==> config.mk <==
export PLATFORM = sky130hd
export DESIGN_NAME = json_pretty_print_stream_core
export DESIGN_NICKNAME = d
export VERILOG_FILES = /design/src/rtl/core/jpp_pkg.sv /design/src/rtl/core/jpp_classify.sv /design/src/rtl/core/json_pretty_print_stream_core.sv
export SDC_FILE = /design/constraint.sdc
export NUM_CORES = 1
export LEC_CHECK = 0
export ABC_AREA = 1
export BUFFER_PORTS_ARGS = -buffer_cell sky130_fd_sc_hd__buf_4
export CORE_MARGIN = 5
export CORE_UTILIZATION = 55
export DETAILED_ROUTE_END_ITERATION = 16
export PLACE_DENSITY = 0.75
export SYNTH_ARGS = -nofsm -noshare
export SYNTH_HDL_FRONTEND = slang
export SYNTH_SLANG_ARGS = --single-unit
==> constraint.sdc <==
create_clock -name i_clk -period 6.7 [get_ports i_clk]
set_input_delay 0.67 -clock i_clk [delete_from_list [all_inputs] [get_ports i_clk]]
set_output_delay 0.67 -clock i_clk [all_outputs]
set_load 0.01 [all_outputs]
==> src/rtl/core/jpp_pkg.sv <==
// ============================================================================
// jpp_pkg: shared types, constants and microcode for the JSON pretty printer
// Holds the character codes, the classifier result, and the control store.
// ============================================================================
package jpp_pkg;

    localparam int unsigned IND_W  = 10;
    localparam int unsigned STEP_W = 5;
    localparam int unsigned SP_W   = 5;

    localparam logic [SP_W-1:0]   MAX_SPACES = 5'd30;
    localparam logic [IND_W-1:0]  INDENT_MAX = 10'h3FF;
    localparam logic [STEP_W-1:0] STEP_RESET = 5'd2;

    localparam logic [7:0] CH_NL     = 8'h0A;
    localparam logic [7:0] CH_TAB    = 8'h09;
    localparam logic [7:0] CH_CR     = 8'h0D;
    localparam logic [7:0] CH_SPACE  = 8'h20;
    localparam logic [7:0] CH_QUOTE  = 8'h22;
    localparam logic [7:0] CH_COMMA  = 8'h2C;
    localparam logic [7:0] CH_LBRACK = 8'h5B;
    localparam logic [7:0] CH_RBRACK = 8'h5D;
    localparam logic [7:0] CH_LBRACE = 8'h7B;
    localparam logic [7:0] CH_RBRACE = 8'h7D;
    localparam logic [7:0] CH_NUL    = 8'h00;

    // microcode addresses
    typedef enum logic [3:0] {
        U_IDLE,
        U_DISP,
        U_EMIT_C,
        U_LEAD_NL,
        U_LEAD_SP,
        U_STRUCT_C,
        U_TRAIL_NL,
        U_TRAIL_SP,
        U_FINAL,
        U_ERR
    } t_upc;

    typedef enum logic [2:0] {
        E_NONE,
        E_CHAR,
        E_STRUCT,
        E_NL,
        E_SPACE,
        E_ERR,
        E_FINAL
    } t_emit;

    typedef enum logic [2:0] {
        J_WAIT,
        J_GOTO,
        J_DISPATCH,
        J_SPZERO,
        J_LOOP,
        J_TRAIL
    } t_jmp;

    typedef struct packed {
        t_emit emit;
        t_jmp  jmp;
        t_upc  tgt_a;
        t_upc  tgt_b;
    } t_uword;

    typedef struct packed {
        logic is_quote;
        logic is_blank;
        logic is_open;
        logic is_close;
        logic is_comma;
        logic trail_ok;
    } t_cls;

    // Control store. tgt_a is taken when the jump condition holds.
    function automatic t_uword uc_rom(input t_upc a);
        t_uword w;
        case (a)
            U_IDLE:     w = '{E_NONE,   J_WAIT,     U_DISP,     U_IDLE};
            U_DISP:     w = '{E_NONE,   J_DISPATCH, U_IDLE,     U_IDLE};
            U_EMIT_C:   w = '{E_CHAR,   J_GOTO,     U_FINAL,    U_FINAL};
            U_LEAD_NL:  w = '{E_NL,     J_SPZERO,   U_STRUCT_C, U_LEAD_SP};
            U_LEAD_SP:  w = '{E_SPACE,  J_LOOP,     U_STRUCT_C, U_LEAD_SP};
            U_STRUCT_C: w = '{E_STRUCT, J_TRAIL,    U_TRAIL_NL, U_FINAL};
            U_TRAIL_NL: w = '{E_NL,     J_SPZERO,   U_FINAL,    U_TRAIL_SP};
            U_TRAIL_SP: w = '{E_SPACE,  J_LOOP,     U_FINAL,    U_TRAIL_SP};
            U_FINAL:    w = '{E_FINAL,  J_GOTO,     U_IDLE,     U_IDLE};
            U_ERR:      w = '{E_ERR,    J_GOTO,     U_FINAL,    U_FINAL};
            default:    w = '{E_NONE,   J_GOTO,     U_IDLE,     U_IDLE};
        endcase
        return w;
    endfunction

endpackage

==> src/rtl/core/jpp_classify.sv <==
// ============================================================================
// jpp_classify: character classifier
// Sorts the current byte into JSON classes and evaluates the lookahead rule
// that decides whether a trailing newline follows a structural byte.
// ============================================================================
module jpp_classify (
    input  logic [7:0]      i_byte,
    input  logic [7:0]      i_la,
    output jpp_pkg::t_cls   o_cls
);

    logic la_closes;
    logic la_opens;

    always_comb begin
        la_closes = (i_la == jpp_pkg::CH_RBRACK) || (i_la == jpp_pkg::CH_RBRACE) ||
                    (i_la == jpp_pkg::CH_COMMA);
        la_opens  = (i_la == jpp_pkg::CH_LBRACK) || (i_la == jpp_pkg::CH_LBRACE);

        o_cls.is_quote = (i_byte == jpp_pkg::CH_QUOTE);
        o_cls.is_blank = (i_byte == jpp_pkg::CH_SPACE) ||
                         ((i_byte >= jpp_pkg::CH_TAB) && (i_byte <= jpp_pkg::CH_CR));
        o_cls.is_open  = (i_byte == jpp_pkg::CH_LBRACK) || (i_byte == jpp_pkg::CH_LBRACE);
        o_cls.is_close = (i_byte == jpp_pkg::CH_RBRACK) || (i_byte == jpp_pkg::CH_RBRACE);
        o_cls.is_comma = (i_byte == jpp_pkg::CH_COMMA);
        // no newline before a close or comma, nor between a comma and an open
        o_cls.trail_ok = !la_closes && !(o_cls.is_comma && la_opens);
    end

endmodule

==> src/rtl/core/json_pretty_print_stream_core.sv <==
// ============================================================================
// json_pretty_print_stream_core: streaming JSON pretty printer
// Microcoded sequencer: a control store steps a small datapath per byte.
// ============================================================================
// Path: the input word is registered, dispatched in U_DISP, and its first
//   result word is registered in the output register. Each extra result word
//   (newlines, indent spaces) takes its own microcode step, each held while the
//   output is stalled. The single output register paces the sequencer.
// Reset: synchronous, active low; clears indent, string and error state and
//   sets indent_step to 2. No clearing pass.
module json_pretty_print_stream_core (
    input  logic       i_clk,
    input  logic       i_rst_n,
    // configuration
    input  logic       i_cfg_valid,
    output logic       o_cfg_ready,
    input  logic [4:0] i_cfg_data,
    // input words
    input  logic       i_in_valid,
    output logic       o_in_ready,
    input  logic [7:0] i_text_byte,
    input  logic [7:0] i_lookahead_byte,
    input  logic       i_end_of_text,
    // result words
    output logic       o_out_valid,
    input  logic       i_out_ready,
    output logic [7:0] o_out_byte,
    output logic       o_syntax_error,
    output logic       o_run_last
);

    jpp_pkg::t_upc   r_upc, n_upc;
    jpp_pkg::t_uword uw;
    jpp_pkg::t_cls   cls;
    jpp_pkg::t_upc   raw_nxt, nxt, d_tgt;

    logic [7:0]                   r_c;
    logic [7:0]                   r_la;
    logic                         r_last;
    logic [jpp_pkg::IND_W-1:0]    r_indent, n_indent;
    logic                         r_instr, n_instr;
    logic                         r_err_l, n_err_l;
    logic [jpp_pkg::STEP_W-1:0]   r_step;
    logic [jpp_pkg::SP_W-1:0]     r_sp, n_sp;

    logic                         r_ov;
    logic [7:0]                   r_ob;
    logic                         r_oerr;
    logic                         r_olast;

    logic [jpp_pkg::SP_W-1:0]     spc;
    logic [jpp_pkg::IND_W:0]      inc_sum;
    logic                         under;
    logic                         slot_free;
    logic                         adv;
    logic                         in_acc;
    logic                         emit_now;
    logic [7:0]                   e_byte;
    logic                         e_err;

    jpp_classify u_cls (
        .i_byte (r_c),
        .i_la   (r_la),
        .o_cls  (cls)
    );

    assign o_cfg_ready    = 1'b1;
    assign o_out_valid    = r_ov;
    assign o_out_byte     = r_ob;
    assign o_syntax_error = r_oerr;
    assign o_run_last     = r_olast;

    always_comb begin
        uw        = jpp_pkg::uc_rom(r_upc);
        slot_free = !r_ov || i_out_ready;
        adv       = (r_upc != jpp_pkg::U_IDLE) && slot_free;

        spc = (r_indent < {{(jpp_pkg::IND_W - jpp_pkg::SP_W){1'b0}}, jpp_pkg::MAX_SPACES})
            ? r_indent[jpp_pkg::SP_W-1:0] : jpp_pkg::MAX_SPACES;
        under   = r_indent < {{(jpp_pkg::IND_W - jpp_pkg::STEP_W){1'b0}}, r_step};
        inc_sum = {1'b0, r_indent} + {{(jpp_pkg::IND_W + 1 - jpp_pkg::STEP_W){1'b0}}, r_step};

        // dispatch on the byte class
        if (r_err_l) begin
            d_tgt = jpp_pkg::U_FINAL;
        end else if (r_instr || cls.is_quote) begin
            d_tgt = jpp_pkg::U_EMIT_C;
        end else if (cls.is_blank) begin
            d_tgt = jpp_pkg::U_FINAL;
        end else if (cls.is_close) begin
            d_tgt = under ? jpp_pkg::U_ERR : jpp_pkg::U_LEAD_NL;
        end else if (cls.is_open) begin
            d_tgt = jpp_pkg::U_LEAD_NL;
        end else if (cls.is_comma) begin
            d_tgt = jpp_pkg::U_STRUCT_C;
        end else begin
            d_tgt = jpp_pkg::U_EMIT_C;
        end

        case (uw.jmp)
            jpp_pkg::J_WAIT:     raw_nxt = i_in_valid ? uw.tgt_a : uw.tgt_b;
            jpp_pkg::J_GOTO:     raw_nxt = uw.tgt_a;
            jpp_pkg::J_DISPATCH: raw_nxt = d_tgt;
            jpp_pkg::J_SPZERO:   raw_nxt = (spc == '0) ? uw.tgt_a : uw.tgt_b;
            jpp_pkg::J_LOOP:     raw_nxt = (r_sp == {{(jpp_pkg::SP_W-1){1'b0}}, 1'b1})
                                           ? uw.tgt_a : uw.tgt_b;
            jpp_pkg::J_TRAIL:    raw_nxt = cls.trail_ok ? uw.tgt_a : uw.tgt_b;
            default:             raw_nxt = jpp_pkg::U_IDLE;
        endcase
        // skip the final newline step unless this is the last word
        nxt = ((raw_nxt == jpp_pkg::U_FINAL) && !r_last) ? jpp_pkg::U_IDLE : raw_nxt;

        o_in_ready = (r_upc == jpp_pkg::U_IDLE) || (adv && (nxt == jpp_pkg::U_IDLE));
        in_acc     = i_in_valid && o_in_ready;

        if (r_upc == jpp_pkg::U_IDLE) begin
            n_upc = in_acc ? jpp_pkg::U_DISP : jpp_pkg::U_IDLE;
        end else if (adv) begin
            n_upc = in_acc ? jpp_pkg::U_DISP : nxt;
        end else begin
            n_upc = r_upc;
        end

        n_indent = r_indent;
        n_instr  = r_instr;
        n_err_l  = r_err_l;
        n_sp     = r_sp;
        if (adv) begin
            case (r_upc)
                jpp_pkg::U_DISP: begin
                    if (d_tgt == jpp_pkg::U_LEAD_NL && cls.is_close) begin
                        n_indent = r_indent - {{(jpp_pkg::IND_W - jpp_pkg::STEP_W){1'b0}},
                                               r_step};
                    end
                end
                jpp_pkg::U_EMIT_C: begin
                    if (cls.is_quote) begin
                        n_instr = !r_instr;
                    end
                end
                jpp_pkg::U_LEAD_NL, jpp_pkg::U_TRAIL_NL: begin
                    n_sp = spc;
                end
                jpp_pkg::U_LEAD_SP, jpp_pkg::U_TRAIL_SP: begin
                    n_sp = r_sp - {{(jpp_pkg::SP_W-1){1'b0}}, 1'b1};
                end
                jpp_pkg::U_STRUCT_C: begin
                    if (cls.is_open) begin
                        n_indent = inc_sum[jpp_pkg::IND_W] ? jpp_pkg::INDENT_MAX
                                                           : inc_sum[jpp_pkg::IND_W-1:0];
                    end
                end
                jpp_pkg::U_ERR: begin
                    n_err_l = 1'b1;
                end
                jpp_pkg::U_FINAL: begin
                    n_indent = '0;
                    n_instr  = 1'b0;
                    n_err_l  = 1'b0;
                end
                default: begin
                end
            endcase
        end

        e_err = 1'b0;
        case (uw.emit)
            jpp_pkg::E_CHAR, jpp_pkg::E_STRUCT: e_byte = r_c;
            jpp_pkg::E_NL, jpp_pkg::E_FINAL:    e_byte = jpp_pkg::CH_NL;
            jpp_pkg::E_SPACE:                   e_byte = jpp_pkg::CH_SPACE;
            jpp_pkg::E_ERR: begin
                e_byte = jpp_pkg::CH_NUL;
                e_err  = 1'b1;
            end
            default:                            e_byte = jpp_pkg::CH_NUL;
        endcase
        emit_now = adv && (uw.emit != jpp_pkg::E_NONE);
    end

    always_ff @(posedge i_clk) begin
        if (!i_rst_n) begin
            r_upc    <= jpp_pkg::U_IDLE;
            r_indent <= '0;
            r_instr  <= 1'b0;
            r_err_l  <= 1'b0;
            r_step   <= jpp_pkg::STEP_RESET;
            r_ov     <= 1'b0;
            r_sp     <= '0;
        end else begin
            r_upc    <= n_upc;
            r_indent <= n_indent;
            r_instr  <= n_instr;
            r_err_l  <= n_err_l;
            r_sp     <= n_sp;
            if (i_cfg_valid) begin
                r_step <= i_cfg_data;
            end
            if (slot_free) begin
                r_ov <= emit_now;
            end
        end
    end

    // payload registers
    always_ff @(posedge i_clk) begin
        if (in_acc) begin
            r_c    <= i_text_byte;
            r_la   <= i_lookahead_byte;
            r_last <= i_end_of_text;
        end
        if (emit_now) begin
            r_ob    <= e_byte;
            r_oerr  <= e_err;
            r_olast <= (nxt == jpp_pkg::U_IDLE);
        end
    end

    // ------------------------------------------------------------------------
    a_err_word : assert property (@(posedge i_clk) disable iff (!i_rst_n)
        (o_out_valid && o_syntax_error) |-> (o_out_byte == jpp_pkg::CH_NUL))
        else $error("error word carries data");

    a_sp_nonzero : assert property (@(posedge i_clk) disable iff (!i_rst_n)
        (r_upc == jpp_pkg::U_LEAD_SP || r_upc == jpp_pkg::U_TRAIL_SP) |-> (r_sp != '0))
        else $error("space loop entered with zero count");

    a_err_latch : assert property (@(posedge i_clk) disable iff (!i_rst_n)
        (adv && r_upc == jpp_pkg::U_ERR) |=> r_err_l)
        else $error("underflow did not latch the error");

    a_final_clear : assert property (@(posedge i_clk) disable iff (!i_rst_n)
        (adv && r_upc == jpp_pkg::U_FINAL) |=> (r_indent == '0 && !r_instr && !r_err_l))
        else $error("state not cleared after the last word");

endmodule
==> results by stage, run 1 <==
Flow run:
- Max-cap violations in this run came to 0.

Logic synthesis:
- The basic-gate share of the synthesized area counting and, or, nand and nor cells is a little under a third.
- The synthesized design spends more area on one cell type than any other, namely sky130_fd_sc_hd__edfxtp_1.
- The synthesized design contains 67 register bits.
- After synthesis, the largest area contributor takes up 19.2% of total cell area.
- The total number of yosys warnings is 0.
- The post-synthesis instance total is 555.
- By area the synthesized netlist is led by sky130_fd_sc_hd__edfxtp_1 (19%), sky130_fd_sc_hd__dfxtp_1 (19%), sky130_fd_sc_hd__nand2_1 (8.9%).
- Summing the sequential cell areas from Yosys gives a little under two fifths of the chip area.
- The adder-cell share of the synthesized area is ~6.0%.
- The net count of the mapped netlist is 601.
- The fraction of synthesized area in multiplexers is 0%.
- Summing the areas of all compound-gate instances in the mapped netlist gives between 10 and 15% of the synthesized area.
- Counting distinct cell types in the post-synthesis netlist gives 53.
- The main combinational cell family by area after synthesis is simple AND/OR/NAND/NOR gates.
- The cell area that synthesis handed to floorplanning was 4220 sq um.
- The xor-xnor portion of the synthesized cell area is roughly 1.2%.
- The average size of a mapped cell is 7.61 sq um.

Layout:
- From synthesis to final layout, the design area changed by 13.9%.
- The library cell used most frequently in the layout, excluding fill and tap cells, is sky130_fd_sc_hd__nand2_1.
- Measured on the finished design, the core utilization comes to 63.2%.
- In the final layout, the share of cells above drive strength 1 is 20.2%.
- For this run, the post-layout net count is 646.
- The total non-filler cell area in the finished layout is slightly below 5000 sq um.
- The library cells used most frequently in the layout, excluding fill and tap cells, are sky130_fd_sc_hd__nand2_1 (100), sky130_fd_sc_hd__nor2_1 (78), sky130_fd_sc_hd__inv_1 (68), sky130_fd_sc_hd__dfxtp_1 (40), sky130_fd_sc_hd__buf_4 (38).
- 0 antenna diodes ended up in the layout.

Clocking:
- In this run the clock root is driven by a sky130_fd_sc_hd__clkbuf_8.
- The number of clock sinks is 67.
- Post-CTS timing repair inserted 0 buffers for setup.
- The maximum number of buffers from clock root to sink is 2.
- The post-CTS resize count is 0.
- After clock tree synthesis, the clock-pin slew on the worst setup and hold paths is roughly 0.07 ns.
- The clock latency of the later-clocked register in the worst-skew pair is between 0.3 and 0.4 ns.
- In this run, CTS created clock tree buffers numbering 9.
- The number of levels in the clock H-tree is 3.
- The clock tree from TritonCTS is built.
- For this design, the CTS-stage hold fixing added 0 buffers.

Global routing:
- After global routing the overflow that remains totals 0.
- The first global-routing pass estimated around 17000 um of wire.
- The initial antenna violation count was 0.
- The number of global-route vias before repair is between 3k and 4k.
- Entering global routing, the biggest net connects 18 pins.
- Global routing used 21.1% of the available tracks.

Timing:
- Across all hold checks on the routed design, the worst slack comes to between 0.4 and 0.5 ns.
- The actual slew at the worst max-slew pin is about 0.76 ns.
- Setup repair after global routing left no endpoint under its margin.
- Derived from the worst setup path, the maximum achievable clock frequency is 0.299 GHz.
- In the finished design, the share of the clock period the worst path needs comes to between 40% and 50%.
- The max-slew violation count is 0.
- The total negative slack for setup checks is 0 ns.
- The final period demand of the worst path is 3.34 ns.
- The headroom to the max-slew limit is 48.7%.
- The final setup skew is 0.0170 ns.
- Setup violations remaining at the end of the flow were counted as 0.
- The final hold violation count is 0.

Power and ir drop:
- The worst voltage drop across the vdd grid is 0.000207 V.
- Summed over all cells, the static leakage comes to around 2.2 nW.
- The power per cell area is around 300 nW/um^2.

Drt:
- The number of remaining DRC errors is 0.
- The number of optimization iterations in the first detailed-route pass is 5.
- The average wire length per cell after detail routing is 13.8 um.
- The detailed-route via count is slightly below 4k.
- For this block, the initial DRC count from the detailed router was 274.
- The final routed wirelength across all metal layers is 9740 um.
- The count of nets left with antenna violations after detail routing is 0.
- Dividing the detail-routed via count by the number of cells gives 5.47.

Placed design:
- The placement-stage cell area is ~4600 sq um.
- At the end of routability-driven placement, the weighted congestion stood at 0.953.
- Port buffering added 38 buffers.
- The detailed placement HPWL is 7470 um.

Worst setup path:
- STA classifies the critical path startpoint as a flop.
- The biggest fanout along the worst timing path is 4.
- STA puts the critical path data required time at between 6 and 7 ns.
- The critical path data arrival time is 2.67 ns.
- The nature of the critical path endpoint is an output pin.
- The critical path class is flop to output pin.

Floorplanning:
- The core region is 7610 sq um.
- The floorplan die height is 97.6 um.
- Pin placement for this block handled 40 I/O pins.
- Row generation in the floorplan step produced 32 rows.
- For this configuration, the core starts out at a cell density of 55.5%.
- Measured along the x axis, the die boundary spans ~98 um.
- The die outline area is 9530 sq um.

Hold path:
- The tightest min-delay check is of the flop to flop type.

Run status:
- The flow ran to the end, and the final reports show no timing, DRC or antenna violations.
## cells by family after synthesis
logic type,count (synthesis)
AOI/OAI and AO/OA,97
xor gates and xnor gates,6
adders and majority gates,19
buffers and inverters,99
DFF,67
other,1
and+or+nand+nor,266
## synth_stat cells (all sizes together)
cell,n
fa,2
o22ai,1
nor4,1
or2,2
o21a,1
ha,17
a31oi,2
clkinv,3
o211ai,4
buf,3
a221oi,2
nor2,90
o41ai,1
o31ai,4
a211oi,7
nand4,4
o221ai,2
xnor2,1
and2,1
nand2,112
nand3b,2
nor3,12
conb,1
a21oi,31
a22oi,1
xor2,5
dfxtp,40
edfxtp,27
clkbuf,1
o31a,1
o21ai,37
nand3,42
o2111ai,2
inv,92
o21bai,1
## worst max-delay path: stages (launching register included)
cell and delay, ns:
sky130_fd_sc_hd__dfxtp_1 0.37, sky130_fd_sc_hd__inv_1 0.09, sky130_fd_sc_hd__ha_1 0.23, sky130_fd_sc_hd__fa_1 0.44, sky130_fd_sc_hd__nor3_2 0.22, sky130_fd_sc_hd__nor2_2 0.07
sky130_fd_sc_hd__nand2_1 0.06, sky130_fd_sc_hd__nand2_1 0.04, sky130_fd_sc_hd__nand2_1 0.07, sky130_fd_sc_hd__nand2_1 0.09, sky130_fd_sc_hd__nor2_2 0.14, sky130_fd_sc_hd__nor2_2 0.06
sky130_fd_sc_hd__nand3_1 0.08, sky130_fd_sc_hd__nand2_1 0.09, sky130_fd_sc_hd__nand3_2 0.07, sky130_fd_sc_hd__nand2_2 0.07, sky130_fd_sc_hd__buf_4 0.15
## per-stage QoR
step | worst slack, ns | total power [mW] | cells
6_report | 3.36 | 1.42 | 707
3_3_place_gp | 3.69 | 1.07 | 691
3_5_place_dp | 3.56 | 1.08 | 691
5_1_grt | 3.17 | 1.52 | 707
4_1_cts | 3.39 | 1.42 | 707
2_1_floorplan | 3.81 | 0.953 | 555
## where the power goes
part | total (mW) | internal, mW | switching (mW)
Clock | 0.339 | 0.174 | 0.164
Combinational | 0.535 | 0.188 | 0.347
Sequential | 0.547 | 0.492 | 0.0547
## registers in the layout, indices dropped and copies added (netlist names), 4 cells and up
register and flops:
uw 13, r_indent 10, o_out_byte 8, r_c 8
r_la 8, r_sp 5, r_step 5, r_upc 4
## worst paths after layout
check,from,end,slack (ns),cells past startpoint
setup reg to reg,r_indent[0]$_SDFFE_PN0P_,uw[12]$_DFF_P_,3.49,25
hold / removal,r_sp[1]$_SDFFE_PN0P_,r_sp[1]$_SDFFE_PN0P_,0.48,2
hold reg to reg,r_sp[1]$_SDFFE_PN0P_,r_sp[1]$_SDFFE_PN0P_,0.48,2
setup / recovery,r_indent[0]$_SDFFE_PN0P_,o_in_ready,3.36,16
## per-layer routing
layer	track usage (%)	vias up	wire length [um]	part of all wire, %
li1	-	1910	-	-
met5	0	-	0	0
met4	7.99	0	218	2.2
met1	24.3	1794	4060	42
met2	38.1	138	4920	51
met3	4.59	24	540	5.5
## cell type report
type | count | area [sq um]
clock buffer | 9 | 124
sequential | 67 | 1610
timing repair buffer | 38 | 285
fill | 665 | 2800
clock inverter | 7 | 76.3
tap | 102 | 128
multi-input combinational | 389 | 2220
inverter | 95 | 360
(Power assumes the default switching activity.)
==> run 2, diff against run 1 <==
Settings changed: CORE_UTILIZATION 55 to 54, PLACE_DENSITY 0.75 to 0.77.
Clock period 6.7 ns to 2.78 ns, I/O delays scaled along.
==> results by stage, run 2 (same netlist as run 1, synthesis figures left out) <==
Timing:
- The final worst slack came to -0.0114 ns (-3.37 ns).
- The headroom to the max-slew limit came to 61.3% (+13 points).
- The maximum frequency from static timing analysis is 0.358 GHz.
- The total negative slack for setup checks is -0.0175 ns (-0.0175 ns).
- The final setup violation count is 3 (+3).
- The worst path in the final design needs a cycle of 2.79 ns, including I/O delays and setup.
- The post-route fraction of the period consumed by the critical path is 100%.
- The final setup skew was 0.0169 ns (-0.0000858 ns).
- The max-slew violation count came to 0 (unchanged).
- The final hold violation count is 0 (unchanged).
- The worst hold slack across all endpoints was 0.0982 ns (-0.380 ns).
- Setup repair after global routing could not meet its margin everywhere.
- The actual slew at the worst max-slew pin is 0.577 ns (-0.185 ns).

Worst setup path:
- The worst setup path is of the flop to flop kind.
- The critical path data arrival time is 3.06 ns (+0.39 ns).
- The biggest fanout along the worst timing path came to 5 (+1).
- The type of origin of the critical path is a flop.
- The biggest cell delay along the critical path is 0.40 ns (-0.04 ns).
- Walking the worst path, the cells encountered are inv_2, ha_4, fa_2, nor3_2, nor2_2, nand2_1, nand2_2, nand2_4, nand2_4, nand2_2, nand3_2, nand2_2, nand3_2, nand2_4, nand2_4, nand2_4, nand2_4, ha_4, inv_2, nor2_2, inv_2, nand2_1, nand2_1, o31ai_1.
- The cell type with the highest occurrence count on the critical path is sky130_fd_sc_hd__nand2_4.
- The data required time of the critical path is 3.05 ns (-2.98 ns).
- STA classifies the critical path endpoint as a flop.
- The cell at the slowest stage of the critical path is sky130_fd_sc_hd__fa_2.

Clocking:
- The number of CTS-inserted buffers came to 9 (unchanged).
- The clock input transition at the sequential cells of the worst setup and hold paths was 0.08 ns (about the same).
- The number of clock sinks is 67 (unchanged).
- The number of levels in the clock H-tree is 3 (unchanged).
- TritonCTS built the clock tree.
- In this run the clock root is driven by a sky130_fd_sc_hd__clkbuf_8.
- The clock latency of the later-clocked register in the worst-skew pair was 0.36 ns (about the same).
- The maximum number of buffers from clock root to sink is 2 (unchanged).

Floorplanning:
- The floorplan row count was 32 (unchanged).
- The initial core utilization came to 54.9% (-0.58 points).
- The count of pins on the block boundary was 40 (unchanged).
- The placeable core area came to 7690 sq um (+1.1%).
- The horizontal die dimension is 98.4 um (+0.82%).
- The floorplan die height was 98.4 um (+0.82%).
- The die outline area is 9690 sq um (+1.7%).

Drt:
- The violation count after the first detailed-route iteration is 355 (+30%).
- The average wire length per cell after detail routing is 15.2 um (+10%).
- The number of optimization iterations in the first detailed-route pass came to 5 (unchanged).
- The number of remaining DRC errors came to 0 (unchanged).
- The detailed-route via count was 4203 (+8.7%).
- The via density per instance is 5.52 (+1.0%).
- The final routed wirelength across all metal layers is 11600 um (+19%).
- The count of nets left with antenna violations after detail routing came to 0 (unchanged).

Layout:
- The final core utilization is 72.7% (+9.5 points).
- The flip-flop count of the largest register after layout is 13 (unchanged).
- The layout cell share with drive strength beyond 1 came to 36.9% (+17 points).
- The library cell used most frequently in the layout, excluding fill and tap cells, is sky130_fd_sc_hd__nand2_1.
- The area overhead of the layout relative to synthesis is 32.4%.
- The final cell count without fillers is 761 (+7.6%).
- The total non-filler cell area in the finished layout is 5590 sq um (+16%).
- The layout net count is 700 (+8.4%).
- The number of antenna diodes came to 0 (unchanged).
- The top cell types in the final layout, fill and taps aside, are sky130_fd_sc_hd__nand2_1 (85), sky130_fd_sc_hd__buf_4 (84), sky130_fd_sc_hd__nor2_1 (68), sky130_fd_sc_hd__inv_1 (57), sky130_fd_sc_hd__nand3_1 (34).

Placed design:
- The detailed placement HPWL came to 7940 um (+6.3%).
- The placement-stage cell area is 4840 sq um (+5.0%).
- The number of buffer cells added on primary ports is 38 (unchanged).
- The number of cells in the design after placement is 719 (+4.1%).
- The last weighted congestion value of the routability-driven placer is 0.935 (-1.9%).

Flow run:
- The max capacitance violation total is 0 (unchanged).

Global routing:
- The maximum number of pins on one net before global-route repair is 18 (unchanged).
- The all-layer global routing usage is 22.8% (+1.7 points).
- The total congestion overflow is 0 (unchanged).
- The first-pass GRT wire length was 17900 um (+8.7%).
- The number of global-route vias before repair is 3975 (+5.9%).
- The initial antenna violation count is 0 (unchanged).

Run status:
- The final reports fail on setup timing.
- The flow ran to the end, but the final reports show violations.

Hold path:
- The class of the worst hold path is input pin to flop.

Power and ir drop:
- The worst voltage drop across the vdd grid is 0.000489 V (+140%).
- The static leakage is 2.56 nW (+15%).
- The power per cell area is 710 nW/um^2 (+140%).
## run 2: changes by cell type in the layout (fill, tap and decap cells not counted), sizes merged
cell / change
nand2: +1
clkbuf: +1
buf: +53
clkinvlp: -1
## run 2: per-layer routing
metal	vias to the layer above	track usage [%]	part of all wire, %
met5	-	0	0
met3	43	4.32	6.2
li1	2025	-	-
met2	188	40.7	52
met4	0	10.9	3.5
met1	1947	26.2	38
## run 2: worst max-delay path: cells and delay by family (launching register included)
kind / cells / cell delay, ns
AO/OA/AOI/OAI: 1 / 0.05
flip-flops: 1 / 0.34
adder cells (fa/ha/maj): 3 / 0.84
buffers and inverters: 3 / 0.14
AND/OR/NAND/NOR: 17 / 1.35
## run 2: timing repair
action | 4_1_cts | 5_1_grt
hold buffers | 0 | 0
endpoints found under the setup margin | 3 | 24
buffers inserted | 15 | 13
cloned | 0 | 1
resized for setup | 14 | 82
pin swaps | 9 | 38
## run 2: power by group
part / switching (mW) / total, mW / internal, mW
clock network: 0.406 / 0.831 / 0.425
registers: 0.124 / 1.31 / 1.19
logic: 1.05 / 1.83 / 0.772
total: 1.58 / 3.97 / 2.39
## run 2: worst paths after layout
kind / start / to / slack [ns] / depth (start not counted)
setup / recovery: r_indent[0]$_SDFFE_PN0P_ / uw[12]$_DFF_P_ / -0.01 / 24
hold / removal: i_text_byte[5] / r_c[5]$_DFFE_PP_ / 0.1 / 1
setup reg to reg: r_indent[0]$_SDFFE_PN0P_ / uw[12]$_DFF_P_ / -0.01 / 24
hold reg to reg: r_step[4]$_SDFFE_PN0P_ / r_step[4]$_SDFFE_PN0P_ / 0.49 / 2
## run 2: per-stage QoR
| stage | total power, mW | setup slack, ns |
|---|---|---|
| 2_1_floorplan | 2.30 | 0.0364 |
| 3_3_place_gp | 2.71 | 0.0261 |
| 3_5_place_dp | 2.75 | -0.0583 |
| 4_1_cts | 3.70 | 0.000800 |
| 5_1_grt | 4.23 | -0.170 |
| 6_report | 3.97 | -0.0114 |
## run 2: final cells by class
type,instances,area (sq um)
clock buffers,10,128
repair buffers,91,727
clock inverters,6,73.8
inverters,95,370
fillers,579,2100
well taps,102,128
flip-flops and latches,67,1620
multi-input cells,390,2540
